$ cat config.mk
export PLATFORM = sky130hd
export DESIGN_NAME = periodic_task_scheduler
export DESIGN_NICKNAME = d
export VERILOG_FILES = /design/src/rtl/pts_pkg.sv /design/src/rtl/periodic_task_scheduler.sv
export SDC_FILE = /design/constraint.sdc
export NUM_CORES = 2
export LEC_CHECK = 0
export ABC_AREA = 1
export BUFFER_PORTS_ARGS = -buffer_cell sky130_fd_sc_hd__buf_4
export CORE_ASPECT_RATIO = 1.5
export CORE_MARGIN = 10
export CORE_UTILIZATION = 25
export CTS_CLUSTER_DIAMETER = 150
export DETAILED_ROUTE_END_ITERATION = 8
export SYNTH_ARGS = -nofsm -noshare
export SYNTH_HDL_FRONTEND = slang
export SYNTH_SLANG_ARGS = --single-unit
$ cat constraint.sdc
create_clock -name clk -period 7.7 [get_ports clk]
set_input_delay 0 -clock clk [delete_from_list [all_inputs] [get_ports clk]]
set_output_delay 0 -clock clk [all_outputs]
set_load 0.01 [all_outputs]
$ cat src/rtl/pts_pkg.sv
// Package: command and status codes and table sizing for the periodic task scheduler
package pts_pkg;
  localparam int MaxEntries = 16;
  localparam int SlotW = $clog2(MaxEntries);
  localparam int CntW = $clog2(MaxEntries + 1);

  typedef enum logic [1:0] {
    CMD_START  = 2'd0,
    CMD_STOP   = 2'd1,
    CMD_SETPER = 2'd2,
    CMD_TICK   = 2'd3
  } cmd_t;

  typedef enum logic [1:0] {
    ST_OK       = 2'd0,
    ST_FULL     = 2'd1,
    ST_NOTFOUND = 2'd2
  } status_t;

  localparam logic KIND_STATUS = 1'b0;
  localparam logic KIND_DISPATCH = 1'b1;
  localparam logic [15:0] DefaultPeriodRst = 16'd10;

  // now + period, saturating at the top of the 32-bit range
  function automatic logic [31:0] sat_add(input logic [31:0] t, input logic [15:0] p);
    logic [32:0] s;
    s = {1'b0, t} + {17'd0, p};
    return s[32] ? 32'hFFFF_FFFF : s[31:0];
  endfunction
endpackage

$ cat src/rtl/periodic_task_scheduler.sv
// Top level: periodic task table with a slot-serial scan sequencer
//
//  channel | signals                                          | direction
//  in      | in_valid in_ready in_cmd in_entry_id in_period in_now | in
//  out     | out_valid out_ready out_kind out_status out_task_id   | out
//          | out_earliest_due out_table_empty out_last              |
//  cfg     | cfg_we cfg_data                                  | in
//
// One comparator walks the slots, one per cycle, under a small sequencer.
// Start: summary scan, then emit.
// Stop/set period: match scan, apply step, summary scan, emit.
// Tick: summary scan with the rescheduled due times, then one scan plus one
// emit step per dispatch, or a single status emit if nothing is due.
// in_ready returns once the final result has left.
// Reset (synchronous, rst_n low) empties the table; no clearing pass.
// Emit steps wait while out_ready holds a result back; scans run on.
module periodic_task_scheduler
  import pts_pkg::*;
(
  input  logic        clk,
  input  logic        rst_n,
  input  logic        in_valid,
  output logic        in_ready,
  input  logic [1:0]  in_cmd,
  input  logic [15:0] in_entry_id,
  input  logic [15:0] in_period,
  input  logic [31:0] in_now,
  output logic        out_valid,
  input  logic        out_ready,
  output logic        out_kind,
  output logic [1:0]  out_status,
  output logic [15:0] out_task_id,
  output logic [31:0] out_earliest_due,
  output logic        out_table_empty,
  output logic        out_last,
  input  logic        cfg_we,
  input  logic [15:0] cfg_data
);

  typedef enum logic [2:0] {
    S_IDLE, S_FIND, S_APPLY, S_SUM, S_EMIT, S_TSCAN, S_TDISP
  } state_t;

  state_t state_r;
  logic [MaxEntries-1:0] valid_r, pend_r;
  logic [15:0] slot_id_r [MaxEntries];
  logic [15:0] slot_per_r [MaxEntries];
  logic [31:0] slot_due_r [MaxEntries];

  logic [15:0] defper_r;
  cmd_t        cmd_r;
  logic [15:0] id_r, per_r;
  logic [31:0] now_r;
  logic [SlotW-1:0] idx_r, best_r;
  logic        found_r;
  logic [31:0] bdue_r;
  logic        sum_any_r;
  logic [31:0] sum_due_r;
  logic [1:0]  rst_status_r;
  logic [15:0] rst_id_r;

  logic        ov_r, okind_r, oempty_r, olast_r;
  logic [1:0]  ostat_r;
  logic [15:0] oid_r;
  logic [31:0] odue_r;

  // shared compare unit: does slot idx beat the current best?
  // during a tick's summary scan, due slots count at their rescheduled time
  logic        cand, better, at_end;
  logic [31:0] cmp_due;
  always_comb begin
    unique case (state_r)
      S_FIND:  cand = valid_r[idx_r] && (slot_id_r[idx_r] == id_r);
      S_TSCAN: cand = pend_r[idx_r];
      default: cand = valid_r[idx_r];
    endcase
    cmp_due = (state_r == S_SUM && cmd_r == CMD_TICK && pend_r[idx_r]) ?
              sat_add(now_r, slot_per_r[idx_r]) : slot_due_r[idx_r];
    better = cand && (!found_r || (cmp_due < bdue_r));
    at_end = (idx_r == SlotW'(MaxEntries - 1));
  end

  // lowest free slot (priority encode over valid bits)
  logic [SlotW-1:0] free_idx;
  logic             has_free;
  always_comb begin
    free_idx = '0;
    has_free = 1'b0;
    for (int i = MaxEntries - 1; i >= 0; i--) begin
      if (!valid_r[i]) begin
        free_idx = SlotW'(i);
        has_free = 1'b1;
      end
    end
  end

  // final dispatch of a tick: no other slot still pending
  logic [MaxEntries-1:0] pend_left;
  logic                  last_disp;
  always_comb begin
    pend_left = pend_r;
    pend_left[best_r] = 1'b0;
    last_disp = (pend_left == '0);
  end

  // an item is loaded into the output register this cycle
  logic emit_now;
  assign emit_now = (!ov_r || out_ready) &&
                    (state_r == S_EMIT || (state_r == S_TDISP && found_r));

  assign in_ready = (state_r == S_IDLE) && !ov_r;
  assign out_valid = ov_r;
  assign out_kind = okind_r;
  assign out_status = ostat_r;
  assign out_task_id = oid_r;
  assign out_earliest_due = odue_r;
  assign out_table_empty = oempty_r;
  assign out_last = olast_r;

  // config register
  always_ff @(posedge clk) begin
    if (!rst_n) defper_r <= DefaultPeriodRst;
    else if (cfg_we) defper_r <= cfg_data;
  end

  // slot payload stores
  always_ff @(posedge clk) begin
    if (state_r == S_IDLE && in_valid && in_ready && cmd_t'(in_cmd) == CMD_START &&
        has_free) begin
      slot_id_r[free_idx] <= in_entry_id;
      slot_per_r[free_idx] <= defper_r;
      slot_due_r[free_idx] <= sat_add(in_now, defper_r);
    end else if (state_r == S_APPLY && found_r && cmd_r == CMD_SETPER) begin
      slot_per_r[best_r] <= per_r;
      slot_due_r[best_r] <= sat_add(now_r, per_r);
    end else if (state_r == S_TDISP && found_r && (!ov_r || out_ready)) begin
      slot_due_r[best_r] <= sat_add(now_r, slot_per_r[best_r]);
    end
  end

  // sequencer and output register
  always_ff @(posedge clk) begin
    if (!rst_n) begin
      state_r <= S_IDLE;
      valid_r <= '0;
      pend_r <= '0;
      ov_r <= 1'b0;
      idx_r <= '0;
      found_r <= 1'b0;
    end else begin
      if (ov_r && out_ready && !emit_now) ov_r <= 1'b0;
      unique case (state_r)
        S_IDLE: begin
          if (in_valid && in_ready) begin
            cmd_r <= cmd_t'(in_cmd);
            id_r <= in_entry_id;
            per_r <= in_period;
            now_r <= in_now;
            idx_r <= '0;
            found_r <= 1'b0;
            rst_status_r <= ST_OK;
            rst_id_r <= in_entry_id;
            unique case (cmd_t'(in_cmd))
              CMD_START: begin
                if (has_free) valid_r[free_idx] <= 1'b1;
                else rst_status_r <= ST_FULL;
                state_r <= S_SUM;
              end
              CMD_TICK: begin
                for (int i = 0; i < MaxEntries; i++)
                  pend_r[i] <= valid_r[i] && (slot_due_r[i] <= in_now);
                rst_id_r <= '0;
                state_r <= S_SUM;
              end
              default: state_r <= S_FIND;
            endcase
          end
        end
        S_FIND, S_TSCAN: begin
          if (better) begin
            found_r <= 1'b1;
            best_r <= idx_r;
            bdue_r <= cmp_due;
          end
          idx_r <= idx_r + SlotW'(1);
          if (at_end) state_r <= (state_r == S_FIND) ? S_APPLY : S_TDISP;
        end
        S_APPLY: begin
          if (!found_r) rst_status_r <= ST_NOTFOUND;
          else if (cmd_r == CMD_STOP) valid_r[best_r] <= 1'b0;
          found_r <= 1'b0;
          idx_r <= '0;
          state_r <= S_SUM;
        end
        S_TDISP: begin
          if (emit_now) begin
            pend_r[best_r] <= 1'b0;
            ov_r <= 1'b1;
            okind_r <= KIND_DISPATCH;
            ostat_r <= ST_OK;
            oid_r <= slot_id_r[best_r];
            odue_r <= sum_due_r;
            oempty_r <= !sum_any_r;
            olast_r <= last_disp;
            found_r <= 1'b0;
            idx_r <= '0;
            state_r <= last_disp ? S_IDLE : S_TSCAN;
          end
        end
        S_SUM: begin
          if (at_end) begin
            // latch the table summary, then dispatch or report
            sum_any_r <= found_r || better;
            sum_due_r <= better ? cmp_due : (found_r ? bdue_r : '0);
            found_r <= 1'b0;
            idx_r <= '0;
            state_r <= (cmd_r == CMD_TICK && pend_r != '0) ? S_TSCAN : S_EMIT;
          end else begin
            if (better) begin
              found_r <= 1'b1;
              bdue_r <= cmp_due;
            end
            idx_r <= idx_r + SlotW'(1);
          end
        end
        S_EMIT: begin
          if (emit_now) begin
            ov_r <= 1'b1;
            okind_r <= KIND_STATUS;
            ostat_r <= rst_status_r;
            oid_r <= rst_id_r;
            odue_r <= sum_due_r;
            oempty_r <= !sum_any_r;
            olast_r <= 1'b1;
            state_r <= S_IDLE;
          end
        end
        default: state_r <= S_IDLE;
      endcase
    end
  end

`ifndef SYNTHESIS
  // the output item is held while stalled
  a_out_hold: assert property (@(posedge clk) disable iff (!rst_n)
    out_valid && !out_ready |=> out_valid && $stable(out_task_id))
    else $error("output item dropped while stalled");
  // no new item accepted while the sequencer is busy
  a_busy: assert property (@(posedge clk) disable iff (!rst_n)
    (state_r != S_IDLE) |-> !in_ready)
    else $error("ready while busy");
  // an empty table reports zero earliest due
  a_empty: assert property (@(posedge clk) disable iff (!rst_n)
    out_valid && out_last && out_table_empty |-> out_earliest_due == 32'd0)
    else $error("empty table with nonzero due");
`endif
endmodule

-- Word level (Yosys, flattened, before mapping)
Memory sizes are Yosys's and may differ from the RTL's. A register that Yosys moved wholly into a read port is not among the register bits.
Index checks and enable logic that the tools add are counted.
- memories: 3
- output and inout bits: 55
- input bits: 87
- bits in registers: 263
- logic and storage cells: 273
- bits in writable memories: 1024
- memories (memory ; depth ; width ; read ports ; clocked after Yosys merged registers in ; wr ports ; line ; text):
    slot_due_r ; 16 ; 32 ; 17 ; 1 ; 1 ; periodic_task_scheduler.sv:48 ; logic [31:0] slot_due_r [MaxEntries];
    slot_id_r ; 16 ; 16 ; 2 ; 2 ; 1 ; periodic_task_scheduler.sv:46 ; logic [15:0] slot_id_r [MaxEntries];
    slot_per_r ; 16 ; 16 ; 2 ; 2 ; 1 ; periodic_task_scheduler.sv:47 ; logic [15:0] slot_per_r [MaxEntries];
- mux-type cells: 122
- equality and inequality tests: 24
- order comparisons: 22
- reductions and logical operators: 69
- add/sub/neg operators: 5
- bitwise logic cells: 5
- operator list (kind ; count):
    $le 32x32->1 ; 16
    $mux 32 ; 11
    $mux 16 ; 11
    $add 32x16->33 ; 4
    $mux 4 ; 29
    $pmux 16 s2 ; 3
    $pmux 32 s2 ; 1
    $mux 1 ; 43
    $logic_and 1x1->1 ; 36
    $and 16x16->16 ; 2
    $lt 32x32->1 ; 1
    $reduce_or 32->1 ; 1
    $mux 3 ; 7
    $pmux 4 s5 ; 1
    $pmux 3 s6 ; 1
    $reduce_and 3->1 ; 6
    $eq 16x16->1 ; 1
    $logic_not 16->1 ; 1
    $ne 2x2->1 const B ; 8
    $not 16->16 ; 1
    $or 16x16->16 ; 1
    $reduce_bool 16->1 ; 1
    $reduce_or 16->1 ; 1
    $lt 4x5->1 const B ; 3
    26 further kinds ; 57

-- Depth between registers and ports, before layout
- word-level depth: 25
- depth in mapped cells: 44
- mapped depth without buffers: 33

-- Least setup slack after synthesis
OpenSTA, ideal clock, no wires.
- path type: register to register
- from: reg with a tool-made name
- to: reg bdue_r[0], enable pin
- cell stages (with the launch flop): 39
- setup time: 468 ps
- buffers on the path: 11
- data arrival time: 7771 ps
- clock period less this slack: 8238 ps
- required time: 7232 ps
- setup slack: -538 ps
- cells stage by stage: dfxtp_1 > buf_6 > buf_2 > buf_2 > buf_2 > clkbuf_1 > buf_2 > buf_2 > buf_2 > a21oi_1 > o221ai_1 > nand2_1 > ha_1 > fa_1 > nand2_1 > nand2_1 > nand3_1 > nand2_1 > [3 not listed] > inv_1 > nor2_1 > clkbuf_1 > clkbuf_1 > a31oi_1 > ha_1 > nand2_1 > inv_1 > nand3_1 > a31oi_1 > a2111oi_0 > nand2_1 > nand2_1 > nand2_1 > nand2_1 > nand2_2 > buf_2 > nor3b_1
- RTL lines (item ; line ; text):
    end signal: assignment ; periodic_task_scheduler.sv:183 ; bdue_r <= cmp_due;
    end signal: assignment ; periodic_task_scheduler.sv:221 ; bdue_r <= cmp_due;
    end: declaration ; periodic_task_scheduler.sv:56 ; logic [31:0] bdue_r;

==> results.md <==
- Of the total synthesized cell area, the portion taken by full adders, half adders and majority gates is 0.1073.
- Of the total synthesized cell area, the portion taken by AND, OR, NAND and NOR gates is 0.1240.
- Entering global routing, the biggest net connects 149 pins.
- In this run the worst path has a maximum fanout of 41.
- The multiplexer fraction of the synthesized cell area is 0.
- The number of enable flip-flop cells after synthesis is 1,230.
- The measured slew at the worst slew-check pin is 1405 ps.
- The clock passes through at most 4 buffers.
- The clock sink total is 1,295.
- The final wirelength is 290,000 µm.
- The total number of H-tree levels is 4.
- The dominant combinational cell family by area after synthesis is compound AO/OA/AOI/OAI gates.
- TritonCTS built the clock tree.
- The number of failing hold endpoints at the final stage is 0.
- From synthesis to final layout, the design area changed by 16.63%.
- The total power per unit cell area is 261.0 mW/mm².
- Of the total synthesized cell area, the portion taken by XOR and XNOR cells is 0.008286.
- Before CTS, the worst setup slack after placement is 944.1 ps.
- The clock latency of the later-clocked register in the worst-skew pair is 820 ps.
- Across every metal layer, demand over resource in global routing totals 0.1777.
- Counting distinct cell types in the post-synthesis netlist gives 68.
- The number of antenna violations at the first check in global routing came to 19.
- The total of warnings raised by yosys is 0.
- The core area is 0.2868 mm².
- The critical path startpoint category is a register.
- For this configuration, the core starts out at a cell density of 0.2506.
- Each instance of the synthesized netlist takes up on average 9.935 µm².
- The final layout contains 8,162 nets.
- Dividing the detail-routed via count by the number of cells gives 5.396.
- The final worst slack is 788.0 ps.
- The post-synth net total is 7,936.
- Summing every instance area after synthesis gives 0.07188 mm².
- The post-route worst hold slack is 12.88 ps.
- The biggest cell delay along the critical path is 660 ps.
- In this run, synthesis produced a sequential element count of 1,295.
- The overall die area is 0.3098 mm².
- The number of global-route vias before repair is 60,750.
- In this run the tool buffered the top-level ports with 141 buffer cells.
- The die is 457.8 µm wide.
- The shortest clock period the worst path allows after layout is 6912 ps.
- The first global-routing pass estimated 412,600 µm of wire.
- The flow ran to the end, but the final reports show violations.
- The number of gates resized after CTS is 0.
- The most common cell in the synthesized netlist is sky130_fd_sc_hd__edfxtp_1.
- Yosys attributes the largest share of cell area to sky130_fd_sc_hd__edfxtp_1 51%, sky130_fd_sc_hd__ha_1 11%, sky130_fd_sc_hd__o21ai_0 7.7%.
- Once layout is complete, the cells apart from fillers number 11,340.
- The final reports fail on design-rule violations.
- In the synthesized netlist, the number of instances is 7,235.
- The floorplan has 241 rows.
- The standard cell with the maximum stage delay on the critical path is sky130_fd_sc_hd__dfxtp_4.
- Max-cap violations in this run came to 0.
- The count of routing violations after the opening detailed-route iteration is 6,427.
- The share of synthesized area in the top cell type comes to 0.5139.
- The data required time of the critical path is 8180 ps.
- The final clock period utilization by the worst path is 0.8977.
- The commonest cells after synthesis are 1,230 x sky130_fd_sc_hd__edfxtp_1, 1,099 x sky130_fd_sc_hd__o21ai_0, 962 x sky130_fd_sc_hd__nor2_1.
- Setup repair after global routing left no endpoint under its margin.
- The wire-length estimate of the detail-placed layout is 199,200 µm.
- The cell type with the highest occurrence count on the critical path is sky130_fd_sc_hd__nand2_1.
- The highest clock frequency the design can meet is 0.1447 GHz.
- Together, buffers and inverters on the worst path number 4.
- The detailed-route DRC error count is 2.
- Headroom to the max-slew limit came out at 0.05641.
- The number of buffers inserted during clock tree synthesis is 141.
- STA puts the critical path data arrival time at 7390 ps.
- The routed layout has 61,190 vias.
- The library cell occupying the most area in the post-synthesis netlist is sky130_fd_sc_hd__edfxtp_1.
- In this run the worst hold path is classified as input port to register.
- The number of max-slew violations in the final report is 0.
- The final antenna-violating net count is 0.
- The average wire per standard cell is 25.57 µm.
- The proportion of synthesized chip area in sequential cells is 0.5320.
- The pre-antenna-repair detailed-routing pass consisted of 9 iterations.
- Counting tap cells, the placed design contains a total of 10,930 instances.
- The die boundary height is 676.7 µm.
- Global routing finished with a remaining overflow of 0.
- The leakage component of the power is 30.30 nW.
- The overall power after layout is 21.88 mW.
- Among cell families on the critical path, the largest total delay comes from simple AND/OR/NAND/NOR gates.
- Clock-pin slew was measured on the worst setup and hold paths at 70 ps.
- The synthesized-area fraction occupied by ao, oa, aoi and oai cells is 0.1824.
- Adding up every negative setup slack in the final design gives 0 ps.
- The share of post-route cells with drive strength above 1 is 0.08330.
- During I/O placement, the number of pins put on the boundary was 142.
- The weighted congestion at the end of routability-driven global placement is 0.9613.
- Setup violations remaining at the end of the flow were counted as 0.
- VDD sags by at most 290.6 µV.
- Between clock sinks in the finished design, the worst skew comes to 59.04 ps.
- The endpoint type of the worst setup path is a register.
- Counting flops with an async set or reset pin after synthesis yields a share of 0.
- The tree is rooted in a sky130_fd_sc_hd__clkbuf_16.
- The dominant synthesized flop cell is sky130_fd_sc_hd__edfxtp_1.
- The type of the worst setup path is register to register.
[flip-flops by register name, summed over array words and instances, names as in the netlist, 3 cells and up, named ones only]
signal / flops
valid_r: 16
state_r: 3
best_r: 4
slot_per_r: 256
id_r: 16
slot_id_r: 256
rst_id_r: 16
idx_r: 4
out_earliest_due: 32
pend_r: 16
slot_due_r: 512
out_task_id: 16
defper_r: 16
now_r: 32
per_r: 16
bdue_r: 32
sum_due_r: 32
[power by group]
part           internal, mW  leakage [nW]  total, mW  switching (mW)
logic                  1.93          16.5       6.74            4.81
clock network          3.90          2.17       6.86            2.96
registers              8.06          11.7       8.28           0.225
total                  13.9          30.3       21.9            7.99
[worst reg2reg max path: cells and delay by family, from the launching register on]
family	cells	cell delay [ps]
and+or+nand+nor	16	2120
AOI/OAI and AO/OA	8	1890
buffers and inverters	4	1080
adders and majority gates	2	810
DFF	1	660
[path summary, 6_finish.rpt]
| check | start | end | slack (ps) | depth (start not counted) |
|---|---|---|---|---|
| min | in_now[9] | now_r[9]$_DFFE_PP_ | 10 | 2 |
| max reg2reg | register | bdue_r[10]$_DFFE_PP_ | 790 | 30 |
| max | register | bdue_r[10]$_DFFE_PP_ | 790 | 30 |
| min reg2reg | sum_due_r[27]$_DFFE_PP_ | out_earliest_due[27]$_DFFE_PP_ | 420 | 0 |
[layout make-up]
type                            instances  area [µm²]
Sequential cell                      1295       38260
Timing Repair Buffer                  456        3909
Tap cell                             3766        4712
Clock inverter                         72       711.9
Clock buffer                          173        3744
Inverter                              463        1759
Fill cell                           29310      202900
Antenna cell                           12       30.03
Multi-Input combinational cell       5104       30700
[layout by cell type, fill, tap and decap left out, types with 29 or more instances in the layout]
master / n
sky130_fd_sc_hd__a211oi_1: 31
sky130_fd_sc_hd__a21oi_1: 535
sky130_fd_sc_hd__a31oi_1: 62
sky130_fd_sc_hd__buf_4: 292
sky130_fd_sc_hd__clkbuf_16: 145
sky130_fd_sc_hd__dfxtp_1: 57
sky130_fd_sc_hd__dlygate4sd3_1: 156
sky130_fd_sc_hd__edfxtp_1: 1230
sky130_fd_sc_hd__ha_1: 610
sky130_fd_sc_hd__inv_1: 439
sky130_fd_sc_hd__nand2_1: 724
sky130_fd_sc_hd__nand3_1: 246
sky130_fd_sc_hd__nand4_1: 78
sky130_fd_sc_hd__nor2_1: 919
sky130_fd_sc_hd__nor2_4: 30
sky130_fd_sc_hd__nor3_1: 56
sky130_fd_sc_hd__nor4_1: 29
sky130_fd_sc_hd__o211ai_1: 51
sky130_fd_sc_hd__o21ai_0: 1098
sky130_fd_sc_hd__o221ai_1: 218
sky130_fd_sc_hd__o22ai_1: 118
sky130_fd_sc_hd__xor2_1: 47
[stage by stage]
stage	utilization	instance area (µm²)
floorplan	-	71880
global placement	0.2711	77740
detailed placement	0.2711	77750
CTS	0.2921	83760
global route	0.2923	83810
finish	0.2923	83830
[metal layers]
layer	vias to the layer above	routed length, µm	GRT usage
met5	-	11	0
met2	3278	144400	0.3156
met4	2	30880	0.1592
li1	27150	-	-
met3	1063	19210	0.02704
met1	29700	95510	0.1789
[logic make-up after synthesis]
logic type	count (synthesis)
AO/OA/AOI/OAI	2276
flip-flops	1295
adder cells (fa/ha/maj)	614
buffers and inverters	836
AND/OR/NAND/NOR	2146
XOR/XNOR	68
[timing repair]
action / CTS / global route
hold buffers: 155 / 1
hold endpoints to repair: 492 / 1
endpoints found under the setup margin: 0 / 0
setup buffers: 0 / 0
Power figures use the tool's default switching activity.
